==> config.mk <==
export PLATFORM = sky130hd
export DESIGN_NAME = priority_thread_scheduler_unit
export DESIGN_NICKNAME = d
export VERILOG_FILES = /design/src/sv/pts_pkg.sv /design/src/sv/priority_thread_scheduler_unit.sv /design/src/sv/pts_ram.sv
export SDC_FILE = /design/constraint.sdc
export NUM_CORES = 2
export LEC_CHECK = 0
export BUFFER_PORTS_ARGS = -buffer_cell sky130_fd_sc_hd__buf_2
export CAP_MARGIN = 20
export CELL_PAD_IN_SITES_DETAIL_PLACEMENT = 1
export CELL_PAD_IN_SITES_GLOBAL_PLACEMENT = 2
export CORE_AREA = 8 8 377 379
export CTS_CLUSTER_SIZE = 40
export DETAILED_ROUTE_END_ITERATION = 12
export DIE_AREA = 0 0 385 387
export PLACE_DENSITY = 0.82
export SETUP_SLACK_MARGIN = 0.15
export SLEW_MARGIN = 20
export SYNTH_ARGS = -nofsm -noshare
export SYNTH_HDL_FRONTEND = slang
export SYNTH_SLANG_ARGS = --single-unit
==> constraint.sdc <==
create_clock -name clk -period 7.05 [get_ports clk]
set_clock_uncertainty 0.15 [all_clocks]
set_input_delay 0.3525 -clock clk [delete_from_list [all_inputs] [get_ports clk]]
set_output_delay 0.3525 -clock clk [all_outputs]
set_load 0.01 [all_outputs]
==> src/sv/pts_pkg.sv <==
// ----------------------------------------------------------------------------
// pts_pkg
// opcodes and status codes of the priority thread scheduler
// ----------------------------------------------------------------------------
package pts_pkg;

    typedef enum logic [2:0] {
        OP_TICK      = 3'd0,
        OP_ADD       = 3'd1,
        OP_KILL      = 3'd2,
        OP_SLEEP     = 3'd3,
        OP_ADD_EVENT = 3'd4,
        OP_BLOCK     = 3'd5,
        OP_SCHEDULE  = 3'd6,
        OP_NOP       = 3'd7
    } op_t;

    typedef enum logic [2:0] {
        STAT_OK         = 3'd0,
        STAT_TABLE_FULL = 3'd1,
        STAT_KILL_LAST  = 3'd2,
        STAT_NO_THREAD  = 3'd3,
        STAT_EVENT_FULL = 3'd4
    } status_t;

    localparam int PRIO_W  = 8;
    localparam int SLEEP_W = 32;
    localparam int TIME_W  = 32;

endpackage

==> src/sv/priority_thread_scheduler_unit.sv <==
// ----------------------------------------------------------------------------
// priority_thread_scheduler_unit
// priority thread scheduler with a table of periodic events
// ----------------------------------------------------------------------------
//  channel   | ports                                             | handshake
//  ----------+---------------------------------------------------+----------------
//  command   | opcode thread_id priority_req duration period     | start & !busy
//            | start_time block_flag                             |
//  result    | status thread_slot none_ready event_fired         | done, one cycle
//            | event_index thread_count                          |
//
//  add, add event, set blocked and nop finish straight from idle; sleep
//  passes a read wait; kill a read wait and a slot scan; schedule a slot scan;
//  tick a scan of max(THREAD_SLOTS,EVENT_SLOTS) entries; one slot record per
//  cycle through the slot memory read port, read-modify-write one entry behind
//  reset is immediate: alive, blocked and asleep flags live in flops and clear
//  at once; record and event memories are only read where written before
//  the result beat cannot be held off; the next command may start in the
//  same cycle as the done beat
// ----------------------------------------------------------------------------
module priority_thread_scheduler_unit
    import pts_pkg::*;
#(
    parameter int THREAD_SLOTS = 16,
    parameter int EVENT_SLOTS  = 8
)
(
    input  logic        clk,
    input  logic        rst_n,
    input  logic        start,
    output logic        busy,
    input  logic [2:0]  opcode,
    input  logic [3:0]  thread_id,
    input  logic [7:0]  priority_req,
    input  logic [31:0] duration,
    input  logic [31:0] period,
    input  logic [31:0] start_time,
    input  logic        block_flag,
    output logic        done,
    output logic [2:0]  status,
    output logic [3:0]  thread_slot,
    output logic        none_ready,
    output logic        event_fired,
    output logic [2:0]  event_index,
    output logic [4:0]  thread_count
);

    localparam int TW   = $clog2(THREAD_SLOTS);
    localparam int EW   = (EVENT_SLOTS > 1) ? $clog2(EVENT_SLOTS) : 1;
    localparam int CW   = $clog2(THREAD_SLOTS + 1);
    localparam int ECW  = $clog2(EVENT_SLOTS + 1);
    localparam int MAXS = (THREAD_SLOTS > EVENT_SLOTS) ? THREAD_SLOTS : EVENT_SLOTS;
    localparam int SW   = $clog2(MAXS + 1);
    // slot record: priority, age rank, sleep countdown
    localparam int RW   = PRIO_W + TW + SLEEP_W;
    // event record: interval, due time
    localparam int EVW  = 2 * TIME_W;

    typedef enum logic [1:0] {
        S_IDLE,
        S_KILL_WAIT,
        S_SLEEP_WAIT,
        S_SCAN
    } state_t;

    state_t               state_reg, state_next;
    op_t                  op_reg, op_next;
    logic [SLEEP_W-1:0]   dur_reg, dur_next;
    logic [TIME_W-1:0]    time_reg, time_next;
    logic [TW-1:0]        cur_reg, cur_next;
    logic [CW-1:0]        live_reg, live_next;
    logic [ECW-1:0]       evcnt_reg, evcnt_next;
    logic [THREAD_SLOTS-1:0] alive_reg, alive_next;
    logic [THREAD_SLOTS-1:0] blocked_reg, blocked_next;
    logic [THREAD_SLOTS-1:0] asleep_reg, asleep_next;

    // scan pipeline
    logic [SW-1:0]        scan_reg, scan_next;
    logic [SW-1:0]        lim_reg, lim_next;
    logic                 pvld_reg, pvld_next;
    logic [SW-1:0]        pidx_reg, pidx_next;
    logic [TW-1:0]        krank_reg, krank_next;
    logic                 found_reg, found_next;
    logic [PRIO_W-1:0]    bprio_reg, bprio_next;
    logic [TW-1:0]        brank_reg, brank_next;
    logic [TW-1:0]        bidx_reg, bidx_next;

    // result beat
    logic                 done_reg, done_next;
    status_t              stat_reg, stat_next;
    logic [TW-1:0]        slot_reg, slot_next;
    logic                 none_reg, none_next;
    logic                 fired_reg, fired_next;
    logic [EW-1:0]        eidx_reg, eidx_next;
    logic [CW-1:0]        cnt_reg, cnt_next;

    // memory ports
    logic                 t_we;
    logic [TW-1:0]        t_waddr, t_raddr;
    logic [RW-1:0]        t_wdata, t_rdata;
    logic                 e_we;
    logic [EW-1:0]        e_waddr, e_raddr;
    logic [EVW-1:0]       e_wdata, e_rdata;

    logic                 accept;
    logic [6:0]           tid_ext;
    logic                 tid_ok;
    logic [TW-1:0]        tid_idx;
    logic [TW-1:0]        free_idx;
    logic [TW-1:0]        pi;
    logic                 p_thr, p_evt;
    logic [PRIO_W-1:0]    r_prio;
    logic [TW-1:0]        r_rank;
    logic [SLEEP_W-1:0]   r_sleep;
    logic [SLEEP_W-1:0]   sleep_dec;
    logic [TIME_W-1:0]    r_ivl, r_due;
    logic [6:0]           slot_ext;
    logic [6:0]           cnt_ext;
    logic [4:0]           eidx_ext;

    pts_ram #(.DEPTH(THREAD_SLOTS), .WIDTH(RW), .AW(TW)) u_slot_ram
    (
        .clk   (clk),
        .we    (t_we),
        .waddr (t_waddr),
        .wdata (t_wdata),
        .raddr (t_raddr),
        .rdata (t_rdata)
    );

    pts_ram #(.DEPTH(EVENT_SLOTS), .WIDTH(EVW), .AW(EW)) u_event_ram
    (
        .clk   (clk),
        .we    (e_we),
        .waddr (e_waddr),
        .wdata (e_wdata),
        .raddr (e_raddr),
        .rdata (e_rdata)
    );

    assign busy    = (state_reg != S_IDLE);
    assign accept  = start && !busy;
    // slot named by the command port, checked against the table size
    assign tid_ext = {3'b000, thread_id};
    assign tid_ok  = (tid_ext < 7'(THREAD_SLOTS));
    assign tid_idx = tid_ext[TW-1:0];

    // record fields of the beat read last cycle
    assign r_prio    = t_rdata[RW-1 -: PRIO_W];
    assign r_rank    = t_rdata[SLEEP_W +: TW];
    assign r_sleep   = t_rdata[SLEEP_W-1:0];
    assign sleep_dec = r_sleep - SLEEP_W'(1);
    assign r_ivl     = e_rdata[EVW-1 -: TIME_W];
    assign r_due     = e_rdata[TIME_W-1:0];

    assign pi    = pidx_reg[TW-1:0];
    assign p_thr = (pidx_reg < SW'(THREAD_SLOTS));
    assign p_evt = (pidx_reg < SW'(evcnt_reg));

    // lowest dead slot
    always_comb
    begin
        free_idx = '0;
        for (int i = THREAD_SLOTS - 1; i >= 0; i--)
        begin
            if (!alive_reg[i])
            begin
                free_idx = TW'(i);
            end
        end
    end

    always_comb
    begin
        state_next   = state_reg;
        op_next      = op_reg;
        dur_next     = dur_reg;
        time_next    = time_reg;
        cur_next     = cur_reg;
        live_next    = live_reg;
        evcnt_next   = evcnt_reg;
        alive_next   = alive_reg;
        blocked_next = blocked_reg;
        asleep_next  = asleep_reg;
        scan_next    = scan_reg;
        lim_next     = lim_reg;
        pvld_next    = 1'b0;
        pidx_next    = pidx_reg;
        krank_next   = krank_reg;
        found_next   = found_reg;
        bprio_next   = bprio_reg;
        brank_next   = brank_reg;
        bidx_next    = bidx_reg;
        done_next    = 1'b0;
        stat_next    = stat_reg;
        slot_next    = slot_reg;
        none_next    = none_reg;
        fired_next   = fired_reg;
        eidx_next    = eidx_reg;
        cnt_next     = cnt_reg;
        t_we         = 1'b0;
        t_waddr      = pi;
        t_wdata      = '0;
        t_raddr      = scan_reg[TW-1:0];
        e_we         = 1'b0;
        e_waddr      = pidx_reg[EW-1:0];
        e_wdata      = '0;
        e_raddr      = scan_reg[EW-1:0];

        unique case (state_reg)
            S_IDLE:
            begin
                if (accept)
                begin
                    op_next    = op_t'(opcode);
                    dur_next   = duration;
                    stat_next  = STAT_OK;
                    slot_next  = '0;
                    none_next  = 1'b0;
                    fired_next = 1'b0;
                    eidx_next  = '0;
                    scan_next  = '0;
                    lim_next   = SW'(THREAD_SLOTS);
                    found_next = 1'b0;
                    unique case (op_t'(opcode))
                        OP_TICK:
                        begin
                            time_next  = time_reg + TIME_W'(1);
                            lim_next   = SW'(MAXS);
                            state_next = S_SCAN;
                        end
                        OP_ADD:
                        begin
                            done_next = 1'b1;
                            if (live_reg >= CW'(THREAD_SLOTS))
                            begin
                                stat_next = STAT_TABLE_FULL;
                            end
                            else
                            begin
                                alive_next[free_idx]   = 1'b1;
                                blocked_next[free_idx] = 1'b0;
                                asleep_next[free_idx]  = 1'b0;
                                t_we      = 1'b1;
                                t_waddr   = free_idx;
                                t_wdata   = {priority_req, live_reg[TW-1:0], SLEEP_W'(0)};
                                live_next = live_reg + CW'(1);
                                slot_next = free_idx;
                            end
                        end
                        OP_KILL:
                        begin
                            // decode the slot straight from the port
                            if (live_reg == CW'(1))
                            begin
                                stat_next = STAT_KILL_LAST;
                                done_next = 1'b1;
                            end
                            else if (!tid_ok || !alive_reg[tid_idx])
                            begin
                                stat_next = STAT_NO_THREAD;
                                done_next = 1'b1;
                            end
                            else
                            begin
                                alive_next[tid_idx]   = 1'b0;
                                blocked_next[tid_idx] = 1'b0;
                                asleep_next[tid_idx]  = 1'b0;
                                live_next  = live_reg - CW'(1);
                                t_raddr    = tid_idx;
                                state_next = S_KILL_WAIT;
                            end
                        end
                        OP_SLEEP:
                        begin
                            if (!alive_reg[cur_reg])
                            begin
                                stat_next = STAT_NO_THREAD;
                                done_next = 1'b1;
                            end
                            else
                            begin
                                t_raddr    = cur_reg;
                                state_next = S_SLEEP_WAIT;
                            end
                        end
                        OP_ADD_EVENT:
                        begin
                            done_next = 1'b1;
                            if (evcnt_reg >= ECW'(EVENT_SLOTS))
                            begin
                                stat_next = STAT_EVENT_FULL;
                            end
                            else
                            begin
                                e_we       = 1'b1;
                                e_waddr    = evcnt_reg[EW-1:0];
                                e_wdata    = {period, start_time};
                                eidx_next  = evcnt_reg[EW-1:0];
                                evcnt_next = evcnt_reg + ECW'(1);
                            end
                        end
                        OP_BLOCK:
                        begin
                            done_next = 1'b1;
                            if (!tid_ok || !alive_reg[tid_idx])
                            begin
                                stat_next = STAT_NO_THREAD;
                            end
                            else
                            begin
                                blocked_next[tid_idx] = block_flag;
                            end
                        end
                        OP_SCHEDULE:
                        begin
                            state_next = S_SCAN;
                        end
                        OP_NOP:
                        begin
                            done_next = 1'b1;
                        end
                    endcase
                end
            end
            S_KILL_WAIT:
            begin
                krank_next = r_rank;
                state_next = S_SCAN;
            end
            S_SLEEP_WAIT:
            begin
                t_we    = 1'b1;
                t_waddr = cur_reg;
                t_wdata = {r_prio, r_rank, dur_reg};
                asleep_next[cur_reg] = (dur_reg != '0);
                done_next  = 1'b1;
                state_next = S_IDLE;
            end
            S_SCAN:
            begin
                // issue the next read
                if (scan_reg < lim_reg)
                begin
                    pvld_next = 1'b1;
                    pidx_next = scan_reg;
                    scan_next = scan_reg + SW'(1);
                end
                // modify and write back the entry read last cycle
                if (pvld_reg)
                begin
                    case (op_reg)
                        OP_TICK:
                        begin
                            if (p_thr && asleep_reg[pi])
                            begin
                                t_we    = 1'b1;
                                t_wdata = {r_prio, r_rank, sleep_dec};
                                if (sleep_dec == '0)
                                begin
                                    asleep_next[pi] = 1'b0;
                                end
                            end
                            if (p_evt && !found_reg && (r_due == time_reg))
                            begin
                                e_we       = 1'b1;
                                e_wdata    = {r_ivl, r_due + r_ivl};
                                found_next = 1'b1;
                                fired_next = 1'b1;
                                eidx_next  = pidx_reg[EW-1:0];
                            end
                        end
                        OP_KILL:
                        begin
                            if (p_thr && alive_reg[pi] && (r_rank > krank_reg))
                            begin
                                t_we    = 1'b1;
                                t_wdata = {r_prio, r_rank - TW'(1), r_sleep};
                            end
                        end
                        default:
                        begin
                            if (p_thr && alive_reg[pi] && !blocked_reg[pi] &&
                                !asleep_reg[pi])
                            begin
                                if (!found_reg || (r_prio < bprio_reg) ||
                                    ((r_prio == bprio_reg) && (r_rank < brank_reg)))
                                begin
                                    found_next = 1'b1;
                                    bprio_next = r_prio;
                                    brank_next = r_rank;
                                    bidx_next  = pi;
                                end
                            end
                        end
                    endcase
                end
                else if (scan_reg == lim_reg)
                begin
                    done_next  = 1'b1;
                    state_next = S_IDLE;
                    if (op_reg == OP_SCHEDULE)
                    begin
                        if (found_reg)
                        begin
                            cur_next  = bidx_reg;
                            slot_next = bidx_reg;
                        end
                        else
                        begin
                            none_next = 1'b1;
                        end
                    end
                end
            end
        endcase

        if (done_next)
        begin
            cnt_next = live_next;
        end
    end

    always_ff @(posedge clk or negedge rst_n)
    begin
        if (!rst_n)
        begin
            state_reg   <= S_IDLE;
            op_reg      <= OP_NOP;
            dur_reg     <= '0;
            time_reg    <= '0;
            cur_reg     <= '0;
            live_reg    <= '0;
            evcnt_reg   <= '0;
            alive_reg   <= '0;
            blocked_reg <= '0;
            asleep_reg  <= '0;
            scan_reg    <= '0;
            lim_reg     <= '0;
            pvld_reg    <= 1'b0;
            pidx_reg    <= '0;
            krank_reg   <= '0;
            found_reg   <= 1'b0;
            bprio_reg   <= '0;
            brank_reg   <= '0;
            bidx_reg    <= '0;
            done_reg    <= 1'b0;
            stat_reg    <= STAT_OK;
            slot_reg    <= '0;
            none_reg    <= 1'b0;
            fired_reg   <= 1'b0;
            eidx_reg    <= '0;
            cnt_reg     <= '0;
        end
        else
        begin
            state_reg   <= state_next;
            op_reg      <= op_next;
            dur_reg     <= dur_next;
            time_reg    <= time_next;
            cur_reg     <= cur_next;
            live_reg    <= live_next;
            evcnt_reg   <= evcnt_next;
            alive_reg   <= alive_next;
            blocked_reg <= blocked_next;
            asleep_reg  <= asleep_next;
            scan_reg    <= scan_next;
            lim_reg     <= lim_next;
            pvld_reg    <= pvld_next;
            pidx_reg    <= pidx_next;
            krank_reg   <= krank_next;
            found_reg   <= found_next;
            bprio_reg   <= bprio_next;
            brank_reg   <= brank_next;
            bidx_reg    <= bidx_next;
            done_reg    <= done_next;
            stat_reg    <= stat_next;
            slot_reg    <= slot_next;
            none_reg    <= none_next;
            fired_reg   <= fired_next;
            eidx_reg    <= eidx_next;
            cnt_reg     <= cnt_next;
        end
    end

    // result beat, widened or trimmed to the port widths
    assign slot_ext     = 7'(slot_reg);
    assign cnt_ext      = 7'(cnt_reg);
    assign eidx_ext     = 5'(eidx_reg);
    assign done         = done_reg;
    assign status       = stat_reg;
    assign thread_slot  = slot_ext[3:0];
    assign none_ready   = none_reg;
    assign event_fired  = fired_reg;
    assign event_index  = eidx_ext[2:0];
    assign thread_count = cnt_ext[4:0];

    // live count tracks the alive flags
    a_live_count: assert property (@(posedge clk) disable iff (!rst_n)
        $countones(alive_reg) == 32'(live_reg))
        else $error("live count out of step with alive flags");

    // the scan pipeline only runs inside a scan
    a_pipe_in_scan: assert property (@(posedge clk) disable iff (!rst_n)
        pvld_reg |-> (state_reg == S_SCAN))
        else $error("scan stage valid outside a scan");

    // a result beat always leaves the block ready for a command
    a_done_idle: assert property (@(posedge clk) disable iff (!rst_n)
        done_reg |-> !busy)
        else $error("result beat while busy");

    // no eligible thread reports slot zero
    a_none_slot: assert property (@(posedge clk) disable iff (!rst_n)
        (done_reg && none_reg) |-> (slot_reg == '0))
        else $error("slot set with none ready");

endmodule

==> src/sv/pts_ram.sv <==
// ----------------------------------------------------------------------------
// pts_ram
// one write port, one read port, registered read data
// ----------------------------------------------------------------------------
module pts_ram
    import pts_pkg::*;
#(
    parameter int DEPTH = 16,
    parameter int WIDTH = PRIO_W,
    parameter int AW    = (DEPTH > 1) ? $clog2(DEPTH) : 1
)
(
    input  logic             clk,
    input  logic             we,
    input  logic [AW-1:0]    waddr,
    input  logic [WIDTH-1:0] wdata,
    input  logic [AW-1:0]    raddr,
    output logic [WIDTH-1:0] rdata
);

    logic [WIDTH-1:0] mem [DEPTH];

    always_ff @(posedge clk)
    begin
        if (we)
        begin
            mem[waddr] <= wdata;
        end
        rdata <= mem[raddr];
    end

endmodule
* Word level (Yosys, flattened, before mapping)
Memories as Yosys holds them, arrays and structs flattened. A register that Yosys moved wholly into a read port is not among the register bits.
Cells that the tools add are included.
** Operators by class
- $add $sub $neg :: 8
- Multipliers :: 0
- Div/mod/pow operators :: 0
- Magnitude comparators :: 17
- Equal/unequal tests :: 42
- Shift operators :: 0
- Mux-type cells :: 166
- Bitwise gates (word level) :: 13
- Reduce and logical (&&, ||, !) cells :: 50
** Operators by type and width (number)
- 64-bit two-way mux :: 6
- 44-bit two-way mux :: 6
- 16-bit two-way mux :: 15
- 44-bit case mux with 3 select lines :: 1
- 64-bit case mux with 2 select lines :: 1
- 4-bit two-way mux :: 31
- 16-bit AND :: 6
- 16-bit case mux with 3 select lines :: 2
- 44-bit case mux with 2 select lines :: 1
- 16-bit case mux with 2 select lines :: 2
- 16-bit NOT :: 3
- 1-bit two-way mux :: 45
- 5-bit two-way mux :: 7
- 3-bit two-way mux :: 11
- 32-bit by 1-bit adder with 32-bit output, second input constant :: 1
- 32-bit adder :: 1
- 16-bit bitwise mux :: 2
- 32-bit == test :: 1
- 32-bit logical NOT :: 1
- 2-bit inequality test, second input constant :: 16
- 32-bit nonzero test :: 1
- 32-bit by 1-bit subtractor with 32-bit output, second input constant :: 1
- 4-bit by 5-bit less-than comparator with 1-bit output, second input constant :: 5
- 4-bit case mux with 2 select lines :: 3
- other kinds (54) :: 127
** Storage, ports and cells
- Flip-flop bits (word level) :: 181
- Latch bits :: 0
- Bits in writable memories :: 1216
- Bits in read-only memories :: 0
- Input bits :: 115
- Output and inout bits :: 19
- Logic and storage cells :: 324
- Memories kept :: 2
** Memory list
- u_slot_ram.mem :: words 16, bits a word 44, rd ports 1, clocked after Yosys merged registers in 1, wr ports 1, RTL line pts_ram.sv:21 : logic [WIDTH-1:0] mem [DEPTH];
- u_event_ram.mem :: words 8, bits a word 64, rd ports 1, clocked after Yosys merged registers in 1, wr ports 1, RTL line pts_ram.sv:21

* Longest topological paths before layout
- Word-level depth :: 26
- Gate-level depth with buffers :: 16
- Mapped depth without buffers :: 11

* By module
From an unflattened synthesis, not the netlist that was laid out.
** Second synthesis, totals
- Cell total of the unflattened synthesis :: 3961
- Area total of the unflattened synthesis :: 63579.7 µm²
** Modules (own cells, without submodules)
- pts_ram at u_slot_ram :: instances 1, cells each 1142, area an instance 27266.2 µm², seq. area each 22021.1 µm²
- pts_ram at u_event_ram :: instances 1, cells each 816, area an instance 20547.2 µm², seq. area each 16656.0 µm²
- priority_thread_scheduler_unit :: instances 1, cells each 2003, area an instance 15766.4 µm², seq. area each 4533.1 µm²

* Worst setup path before layout
OpenSTA, ideal clock, no wires.
- Path type :: input to register
- Start :: input opcode[0]
- End :: memory u_slot_ram.mem[5][0] (netlist bit), enable pin
- Setup time :: 500 ps
- Data arrival time :: 5690 ps
- Required time :: 6400 ps
- Path slack :: 710 ps
- Stages :: 12
- Path buffers :: 4
- Path through :: buf_2 nor2b_1 clkbuf_1 nor2b_1 clkbuf_1 nand2_1 nor2_1 a21oi_1 a222oi_1 or3b_2 clkbuf_1 nor3_1
** On the way
- Cells in the longest elaborated chain, start to end :: 6
- Elaborated cells on any way between the ends :: 9
- Classes of those cells :: 1 x eq/ne; 8 x mux
** RTL lines
- from (decl) :: RTL line priority_thread_scheduler_unit.sv:32 : input logic [2:0] opcode,
- 3-bit by 1-bit == test with 1-bit output (*) :: RTL line priority_thread_scheduler_unit.sv:225 : unique case (op_t'(opcode))
- 1-bit two-way mux :: RTL line priority_thread_scheduler_unit.sv:225
- 1-bit two-way mux :: RTL line priority_thread_scheduler_unit.sv:213 : if (accept)
- 1-bit case mux with 3 select lines :: RTL line priority_thread_scheduler_unit.sv:210 : unique case (state_reg)
- 1-bit two-way mux :: RTL line pts_ram.sv:25 : if (we)
- 1-bit two-way mux (not written as such) :: RTL line pts_ram.sv:27 : mem[waddr] <= wdata;
- to (decl) :: RTL line pts_ram.sv:21
Mark *: on every way between the ends. The rest lies on a longest branch, timed or not.

* Worst setup path after layout
- Start :: register state_reg[1]
- End :: register u_slot_ram.rdata[30], read port of u_slot_ram.mem
** On the way
- Cells in the longest elaborated chain, start to end :: 5
- Elaborated cells on any way between the ends :: 6
- Classes of those cells :: 2 x mux; 4 x reduce/logical
** RTL lines
- from (decl) :: RTL line priority_thread_scheduler_unit.sv:66 : state_t state_reg, state_next;
- from (signal assigned) :: RTL line priority_thread_scheduler_unit.sv:457 : state_reg <= state_next;
- 2-bit nonzero test :: RTL line priority_thread_scheduler_unit.sv:141 : assign busy = (state_reg != S_IDLE);
- 1-bit logical NOT :: RTL line priority_thread_scheduler_unit.sv:142 : assign accept = start && !busy;
- 1-bit logical AND :: RTL line priority_thread_scheduler_unit.sv:142
- 4-bit two-way mux :: RTL line priority_thread_scheduler_unit.sv:213
- 4-bit two-way mux (*) :: RTL line priority_thread_scheduler_unit.sv:210
- to (decl) :: RTL line pts_ram.sv:18 : output logic [WIDTH-1:0] rdata
Marks and branches as above.
A chain may end at the register's enable or synchronous reset.

==> impl_metrics.ini <==
[status]
status = finished, final reports clean

[worst_hold_path]
worstHoldEndpoint = u_slot_ram.mem[14][41]
worstHoldPathCells = 3
min_from = priority_req[5]
worstHoldPathType = input pin to register

[floorplan]
num_rows = 136
die_h_um = 387
start_util_pct = 46.5
core_area_um2 = 136000
die_area_um2 = 149000
dieWidth_um = 385
pin_count = 134

[sta]
final.setup.worst_slack_ns = 1.96
period_needed_ns = 5.09
hold_viol_final = 0
tns_ns = 0
setup_viol = 0
tightest_slew_ns = 1.10
slew_headroom_pct = 25.9
fin_crit_sh_pct = 72.2
rsz0062_at_grt = false
final_max_slew_viol_count = 0
fmaxAchievable_ghz = 0.196
whs_ns = 0.0237

[place]
dp.cells = 5850
io_buffers = 133
dp_hpwl_um = 110000
preCtsSetupSlack_ns = 1.83
dpl_cell_area_um2 = 66400
finalWeightedCongestion = 0.839

[synth]
synth_warnings = 0
synth_nets = 4245
async_flop_share_pct = 12.0
synth_top_cell_area_share_pct = 57.6
ys_types = 83
synth-edff-count = 1216
synth_most_common_cell = edfxtp_1
syn_inst = 4062
synthFlopType = edfxtp_1
seq_area_frac_synth_pct = 68.1
synth_seq_cells = 1505
yosysTopAreaCell = edfxtp_1
synthTopCellsByArea = edfxtp_1 (58%), mux4_2 (8.3%), dfrtp_1 (7.0%)
syn_area_per_cell_um2 = 15.6
synthTopCellsByCount = edfxtp_1 (1,216), nand2_1 (308), mux4_2 (234)
synth_area_um2 = 63400

[layout]
area_delta_synth_final_pct = 14.5
final_cells = 6234
multi_input_area_um2 = 19300
largest_register = u_slot_ram.mem
nets = 4492
n_antenna_cell = 0
seq_area_um2 = 43200
largest_reg_flops = 704
fin_area_um2 = 72600
reg_top3 = u_slot_ram.mem (704), u_event_ram.mem (512), u_event_ram.rdata (64)
post-route-util_pct = 53.3
layout-drive-gt1-share_pct = 21.5
final.fill_count = 12800

[detailed_routing]
wl_met1_um = 79200
dr_total_vias = 38500
drt_iter0_drc = 3901
remaining_drc_errors = 0
wl_met2_um = 88400
vias_per_cell = 6.18
met3_wirelength_um = 11200
antenna_left = 0
routedWlPerCell_um = 29.3
dr.pass1.iters = 6
top_layer = met4
wirelength_um = 183000

[global_route]
grt_max_degree = 102
overflow = 0
antenna_found_initial = 1
grt_pass1_vias = 40700
grt_pass1_wl_um = 272000
grt_use_total_pct = 24.2

[pwr]
swShare_pct = 31.1
peakVddDrop_mv = 0.308
internal_power_mw = 17.5
p_per_area_nw_per_um2 = 350
combPwrFrac_pct = 22.3
power_mw = 25.4
p_sw_mw = 7.92
power.leakage_nw = 23.9
pwr-share-clk_pct = 33.3
power_frac_seq_pct = 44.3

[critical_path]
cp_max_fo = 88
rrSetupSlack_ns = 1.96
worst_r2r_endpoint = u_slot_ram.rdata[30]
crit_start = state_reg[1]
r2r.worst_path.cells = 11
required_ns = 7.55
reg2reg_from = state_reg[1]
end_kind = register
start_kind = register
path_class = register to register
cp.arrival_ns = 5.59

[cts]
cts_root_buffer = clkbuf_16
clockBufferDepth = 3
cts_setup_buffers = 0
clock_latency_ns = 0.81
cts_made_buffers = 155
clk_pin_slew_ns = 0.07
cts_tree = yes
cts_max_level = 4
clkSinkCount = 1505

[flow_run]
max_cap_violations = 0
-- repair_timing --
item	4_1_cts	5_1_grt
resized for setup	0	0
hold buffers	93	0
endpoints found under the hold margin	511	0
-- worst max-delay path by stage --
stage                                        end  slack [ns]  depth (start not counted)
after global routing        u_slot_ram.rdata[30]        1.63                         11
after detailed placement   u_slot_ram.mem[4][43]        1.83                         10
after CTS                 u_slot_ram.mem[13][18]        1.74                         10
after global placement     u_slot_ram.mem[4][43]        1.94                         10
final                       u_slot_ram.rdata[30]        1.96                         11
after floorplan             u_slot_ram.mem[5][0]        0.71                         12
-- logic make-up after synthesis --
family	count (synthesis)	share of synthesized area, %
compound gates	739	8.10
xor+xnor	94	1.30
fa+ha+maj	68	1.35
buf+inv	293	1.85
flops	1505	68.1
mux	522	13.2
simple gates	841	6.09
-- layout by cell type (no fill, tap or decap), drive strengths merged, types with 30 or more instances in the layout --
master and count:
a21oi 103, a22oi 140, buf 226, clkbuf 204
clkinv 53, dfrtp 178, dfxtp 108, dlygate4sd3 92
edfxtp 1216, ha 67, inv 72, mux2 138
mux2i 149, mux4 235, nand2 308, nand3 32
nand4 30, nor2 229, nor2b 33, nor3 59
o211ai 55, o21ai 177, o221a 48, xnor2 56
xor2 38
-- worst max-delay path: stages (launching register included) --
cell and delay (ns):
dfrtp_1 0.43, inv_1 0.13, ha_1 0.48, and2_2 0.25, and2_1 0.29, and2_0 0.46, a32oi_2 0.18, a222oi_1 0.71
buf_12 0.63, mux4_2 0.59, a22oi_1 0.30, o211ai_1 0.19
-- power by group through the flow --
stage	Sequential [mW]	Clock [mW]	Combinational, mW
2_1_floorplan	11.0	0	3.93
4_1_cts	11.3	8.63	5.67
6_report	11.3	8.48	5.69
5_1_grt	11.3	8.92	6.12
3_3_place_gp	11.4	0	5.40
3_5_place_dp	11.4	0	5.57
-- metal layers --
layer	GRT usage (%)	up-vias
met5	0	-
met4	6.24	0
met3	3.85	251
met2	39.4	1393
met1	34.1	20400
li1	-	16500
-- layout make-up --
type / instances / area share [%]
inverters: 64 / 0.331
well taps: 1794 / 3.09
clock buffers: 203 / 5.80
multi-input cells: 2264 / 26.6
clock inverters: 85 / 1.45
flip-flops and latches: 1505 / 59.5
repair buffers: 319 / 3.27
Power figures use the tool's default switching activity.
